<file path="src/hw/rtl/mcgt_pkg.sv">
// Multicast group member table: shared types and command codes.
// No dependencies; used by the top level and the checker by scoped names.
package mcgt_pkg;

  localparam int ADDR_W   = 32;
  localparam int BITMAP_W = 16;

  localparam logic [1:0] CMD_JOIN  = 2'd0;
  localparam logic [1:0] CMD_LEAVE = 2'd1;
  localparam logic [1:0] CMD_QUERY = 2'd2;

  typedef struct packed {
    logic [1:0]        cmd;
    logic [3:0]        port;
    logic [ADDR_W-1:0] group_addr;
  } in_t;

  typedef struct packed {
    logic [BITMAP_W-1:0] member_bitmap;
    logic                hit;
    logic                full_drop;
  } out_t;

endpackage

</file>
<file path="src/hw/rtl/mcgt_ram.sv">
// Generic single-port-write, single-port-read RAM with registered read data.
// No dependencies.
module mcgt_ram #(
  parameter int WIDTH = 32,
  parameter int DEPTH = 64,
  localparam int AW = (DEPTH > 1) ? $clog2(DEPTH) : 1
) (
  input  logic             clk,
  input  logic             we,
  input  logic [AW-1:0]    waddr,
  input  logic [WIDTH-1:0] wdata,
  input  logic [AW-1:0]    raddr,
  output logic [WIDTH-1:0] rdata
);

  logic [WIDTH-1:0] mem [DEPTH];

  always_ff @(posedge clk) begin
    if (we) begin
      mem[waddr] <= wdata;
    end
    rdata <= mem[raddr];
  end

endmodule

</file>
<file path="src/hw/rtl/multicast_group_member_table_top.sv">
// Multicast group member table top level: scan/update sequencer and two RAMs.
// Depends on mcgt_pkg and mcgt_ram.

// One command at a time: busy rises after start is taken and falls in the
// cycle the result strobes on done. The used entries are scanned from index
// 0, one RAM read per cycle, and the scan stops at the first match or at the
// fill count. A new command may be started in the cycle the result is
// shown. The result is valid for exactly one cycle and cannot be held off.
// No clearing pass after reset: only entries below the fill count are ever
// used.
module multicast_group_member_table_top #(
  parameter int MAX_GROUPS = 64,
  parameter int PORT_BITS  = 16
) (
  input  logic          clk,
  input  logic          rst,
  input  logic          start,
  output logic          busy,
  input  mcgt_pkg::in_t req,
  output logic          done,
  output mcgt_pkg::out_t result
);

  localparam int AW    = (MAX_GROUPS > 1) ? $clog2(MAX_GROUPS) : 1;
  localparam int CW    = $clog2(MAX_GROUPS + 1);
  localparam int EXT_W = (PORT_BITS > mcgt_pkg::BITMAP_W) ? PORT_BITS : mcgt_pkg::BITMAP_W;

  typedef enum logic {S_IDLE, S_SCAN} state_t;

  state_t              state;
  mcgt_pkg::in_t       req_q;
  logic [CW-1:0]       fill;
  logic [CW-1:0]       idx;
  logic [AW-1:0]       pidx;
  logic                pend;

  logic [mcgt_pkg::ADDR_W-1:0] addr_rd;
  logic [PORT_BITS-1:0]        mem_rd;
  logic [PORT_BITS-1:0]        pbit;
  logic [PORT_BITS-1:0]        upd;
  logic                        match;
  logic                        at_end;
  logic                        hit_now;
  logic                        miss_now;
  logic                        room;
  logic                        app;
  logic                        mem_we;
  logic [AW-1:0]               mem_waddr;
  logic [PORT_BITS-1:0]        mem_wdata;
  logic [EXT_W-1:0]            upd_ext;
  logic [EXT_W-1:0]            pbit_ext;

  always_comb begin
    pbit = '0;
    if (32'(req_q.port) < PORT_BITS) begin
      pbit = PORT_BITS'(1) << req_q.port;
    end
    unique case (req_q.cmd)
      mcgt_pkg::CMD_JOIN:  upd = mem_rd | pbit;
      mcgt_pkg::CMD_LEAVE: upd = mem_rd & ~pbit;
      default:             upd = mem_rd;
    endcase
    match     = pend && (addr_rd == req_q.group_addr);
    at_end    = idx >= fill;
    hit_now   = (state == S_SCAN) && match;
    miss_now  = (state == S_SCAN) && !match && at_end;
    room      = fill < CW'(MAX_GROUPS);
    app       = miss_now && (req_q.cmd == mcgt_pkg::CMD_JOIN) && room;
    mem_we    = hit_now || app;
    mem_waddr = hit_now ? pidx : fill[AW-1:0];
    mem_wdata = hit_now ? upd : pbit;
    upd_ext   = EXT_W'(upd);
    pbit_ext  = EXT_W'(pbit);
  end

  mcgt_ram #(
    .WIDTH (mcgt_pkg::ADDR_W),
    .DEPTH (MAX_GROUPS)
  ) u_addr_ram (
    .clk   (clk),
    .we    (app),
    .waddr (fill[AW-1:0]),
    .wdata (req_q.group_addr),
    .raddr (idx[AW-1:0]),
    .rdata (addr_rd)
  );

  mcgt_ram #(
    .WIDTH (PORT_BITS),
    .DEPTH (MAX_GROUPS)
  ) u_member_ram (
    .clk   (clk),
    .we    (mem_we),
    .waddr (mem_waddr),
    .wdata (mem_wdata),
    .raddr (idx[AW-1:0]),
    .rdata (mem_rd)
  );

  assign busy = (state != S_IDLE);

  always_ff @(posedge clk) begin
    if (rst) begin
      state <= S_IDLE;
      done  <= 1'b0;
      fill  <= '0;
      idx   <= '0;
      pend  <= 1'b0;
    end else begin
      done <= 1'b0;
      unique case (state)
        S_IDLE: begin
          if (start) begin
            req_q <= req;
            idx   <= '0;
            pend  <= 1'b0;
            state <= S_SCAN;
          end
        end
        S_SCAN: begin
          if (hit_now) begin
            done                 <= 1'b1;
            result.member_bitmap <= upd_ext[mcgt_pkg::BITMAP_W-1:0];
            result.hit           <= 1'b1;
            result.full_drop     <= 1'b0;
            state                <= S_IDLE;
          end else if (miss_now) begin
            done                 <= 1'b1;
            result.member_bitmap <= app ? pbit_ext[mcgt_pkg::BITMAP_W-1:0] : '0;
            result.hit           <= 1'b0;
            result.full_drop     <= (req_q.cmd == mcgt_pkg::CMD_JOIN) && !room;
            if (app) begin
              fill <= fill + 1'b1;
            end
            state <= S_IDLE;
          end else begin
            pend <= 1'b1;
            pidx <= idx[AW-1:0];
            idx  <= idx + 1'b1;
          end
        end
        default: state <= S_IDLE;
      endcase
    end
  end

endmodule

</file>
<file path="config.mk">
export PLATFORM = sky130hd
export DESIGN_NAME = multicast_group_member_table_top
export DESIGN_NICKNAME = d
export VERILOG_FILES = /design/src/hw/rtl/mcgt_pkg.sv /design/src/hw/rtl/mcgt_ram.sv /design/src/hw/rtl/multicast_group_member_table_top.sv
export SDC_FILE = /design/constraint.sdc
export NUM_CORES = 2
export LEC_CHECK = 0
export ABC_CLOCK_PERIOD_IN_PS = 6350
export BUFFER_PORTS_ARGS = -buffer_cell sky130_fd_sc_hd__buf_2
export CAP_MARGIN = 5
export CORE_MARGIN = 2
export CORE_UTILIZATION = 51
export DETAILED_ROUTE_END_ITERATION = 12
export PLACE_DENSITY = 0.69
export SLEW_MARGIN = 20
export SYNTH_ARGS = -nofsm -noshare
export SYNTH_HDL_FRONTEND = slang
export SYNTH_SLANG_ARGS = --single-unit
</file>
<file path="constraint.sdc">
create_clock -name clk -period 6.35 [get_ports clk]
set_input_delay 0.9525 -clock clk [delete_from_list [all_inputs] [get_ports clk]]
set_output_delay 0.9525 -clock clk [all_outputs]
set_load 0.005 [all_outputs]
</file>
==> results.py <==
metrics = {
    "logic_synthesis": {
        "synth-seq-area-share_pct": 78.04,
        "synth.largest_area_cell": "edfxtp_1",
        "synth_top_area_share_pct": 76.97,
        "synth_nets": 5172,
        "synth_cells": 5122,
        "synthTopCellsByArea": "edfxtp_1, mux4_2, dfxtp_1, clkbuf_1, nor2_1",
        "synth_edf_count": 3134,
        "yosysMostFrequentCell": "edfxtp_1",
        "synthTopCellsByCount": "edfxtp_1, mux4_2, clkbuf_1",
        "ys_ff_latch": 3199,
        "syn_avg_cell_area_um2": 23.87,
        "yosys_most_used_dff": "edfxtp_1",
        "ys_async_sr_fraction_pct": 0,
        "yosysWarningCount": 0,
        "synth.cell_area_um2": 122300,
        "synthDistinctLibCells": 51,
    },
    "placement": {
        "io_buffer_count": 60,
        "post_dp_cell_area_um2": 128300,
        "placedCellCount": 8261,
        "dp_hpwl_mm": 172.7,
        "preCtsSetupSlack_ns": 1.564,
        "gp_congestion": 0.8852,
    },
    "clock_network": {
        "cts.clk_slew.worst_paths_ns": 0.06,
        "insertion_delay_ns": 0.95,
        "cts_buffers": 318,
        "htree_levels": 5,
        "cts_setup_buffers": 0,
        "cts_resized": 0,
        "cts.sinks": 3199,
        "cts_max_path_buffers": 4,
        "cts_tree": "done",
        "clockRootBuffer": "clkbuf_16",
        "holdBufCountCts": 0,
    },
    "critical_path": {
        "critical-path-top-delay-family": "simple AND/OR/NAND/NOR gates",
        "cp.required_ns": 6.96,
        "worst_setup_path_start_kind": "register",
        "crit_buf_inv": 2,
        "path_depth": 6,
        "worstSetupPathType": "register to register",
        "ff2ff_setup_slack_ns": 1.35,
        "critPathSlowestCell": "nand3_2",
        "crit_fanout": 18,
        "end_kind": "register",
        "reg2reg_depth": 6,
        "crit_chain": "inv_1, or4_4, nor2_2, nand3_2, nor2_4, buf_4",
        "arrival_ns": 5.61,
        "max_stage_delay_ns": 0.96,
    },
    "floorplan": {
        "initial_utilization_pct": 51.36,
        "die_w_um": 493.6,
        "core_um2": 238100,
        "dieHeight_um": 493.6,
        "dieArea_um2": 243700,
        "rows": 179,
        "ios": 61,
    },
    "finish": {
        "fin_area_um2": 138500,
        "finalNetCount": 5471,
        "area.growth.synth_to_final_pct": 13.31,
        "final_cells": 8819,
        "drive_above_1_share_pct": 32.25,
    },
    "global_routing": {
        "grt_pass1_vias": 56810,
        "grt_overflow": 0,
        "track_usage_pct": 24.52,
        "grt_max_degree": 127,
        "grt_pass1_wl_mm": 424.4,
        "antenna_found_initial": 8,
    },
    "route": {
        "drc_errors": 0,
        "drt_iter0_markers": 7695,
        "via_count": 57190,
        "wl_per_cell_um": 33.80,
        "viasPerCell": 6.484,
        "routed_wl_mm": 298.1,
        "ant_nets": 0,
        "drt_first_pass_iters": 6,
    },
    "power_and_ir_drop": {
        "power-per-cell-area_nw_per_um2": 302.1,
        "vdd_drop_max_uv": 274.2,
        "leakagePower_nw": 41.24,
    },
    "timing": {
        "fin_crit_sh_pct": 78.75,
        "finalClockSkew_ns": 0.06831,
        "tightest_slew_ns": 1.184,
        "slew_viol_final": 0,
        "finalSetupTns_ns": 0,
        "period_needed_ns": 5.000,
        "setup_viol": 0,
        "slew_headroom_pct": 21.07,
        "setup_slack_ns": 1.350,
        "max_freq_mhz": 200.0,
        "hold_viol": 0,
        "rsz0062_at_grt": "no",
    },
    "worst_hold_path": {
        "hp-class": "primary input to register",
        "hold_depth": 1,
    },
    "job": {
        "cap_violations": 0,
    },
    "run_status": {
        "status": "finished clean",
    },
}
[path summary, 6_finish.rpt]
kind,from,to
setup reg to reg,busy,u_addr_ram.mem[25][7]
setup / recovery,busy,u_addr_ram.mem[25][7]
hold / removal,req[7],req_q[7]
hold reg to reg,idx[6],idx[6]
[metrics by stage]
stage | power (mW) | hold WS, ns | utilization [%]
final | 41.86 | 0.1731 | 58.19
after global routing | 42.86 | 0.1397 | 58.19
after CTS | 42.07 | 0.1214 | 58.10
after detailed placement | 23.87 | 0.4907 | 53.88
after global placement | 23.85 | 0.4698 | 53.67
after floorplan | 23.65 | 0.4288 | -
[cell families (layout without fill, tap and decap cells)]
kind of cell             after synthesis  in the layout  synth area share, %
AO/OA/AOI/OAI                        252            252                1.380
XOR/XNOR                              32             32               0.2292
adder cells (fa/ha/maj)                9              9              0.09210
buffers and inverters                291            818                1.020
flip-flops                          3199           3199                78.04
multiplexers                         976            976                17.82
other                                  0              3                    0
AND/OR/NAND/NOR                      363            363                1.422
[cell usage in the layout (no fill, tap or decap), types with 15 or more instances in the layout]
master	count
a211oi_1	16
a211oi_4	16
a21oi_1	39
a22oi_1	62
a31o_2	15
buf_12	22
buf_2	60
buf_4	163
bufinv_16	36
clkbuf_1	64
clkbuf_16	325
clkinv_1	65
clkinv_2	46
dfxtp_1	60
edfxtp_1	3134
mux4_2	960
nand2_1	63
nand3_1	49
nor2_1	65
nor2_4	66
nor3_1	32
o22ai_1	36
o22ai_2	31
xor2_1	20
[registers in the layout, summed over array words and instances, names as in the netlist]
register and count:
u_addr_ram.rdata 32, pidx 6, u_member_ram.rdata 16, done 1, idx 7, result 18
req_q 38, busy 1, fill 7, u_addr_ram.mem 2048, u_member_ram.mem 1024, pend 1
[where the power goes]
| group | total, mW | internal, mW | switching [mW] | leakage (nW) |
|---|---|---|---|---|
| logic | 0.364 | 0.0587 | 0.305 | 7.43 |
| registers | 23.1 | 23.0 | 0.0238 | 28.9 |
| clock network | 18.4 | 10.8 | 7.62 | 4.91 |
[worst reg2reg max path, delay by kind of cell, from the launching register on]
| family | cells | cell delay [ns] |
|---|---|---|
| simple gates | 4 | 3.13 |
| buf+inv | 2 | 0.87 |
| flops | 1 | 0.67 |
[layer usage]
layer  wire length [µm]  share of wire (%)  track usage, %
met1             112200                 38           34.26
met3              26570                8.9           4.317
met2             147800                 50           39.61
met4              11500                3.9           8.208
met5                 27             0.0091               0
[final cells by class]
type | instances | area (µm²)
Antenna cell | 3 | 7.507
Fill cell | 16380 | 99530
Multi-Input combinational cell | 1632 | 26730
Sequential cell | 3199 | 95430
Clock buffer | 390 | 8387
Clock inverter | 158 | 1658
Inverter | 10 | 37.54
Tap cell | 3167 | 3963
Timing Repair Buffer | 260 | 2332
Note: power is estimated with default switching activity, not from simulation.
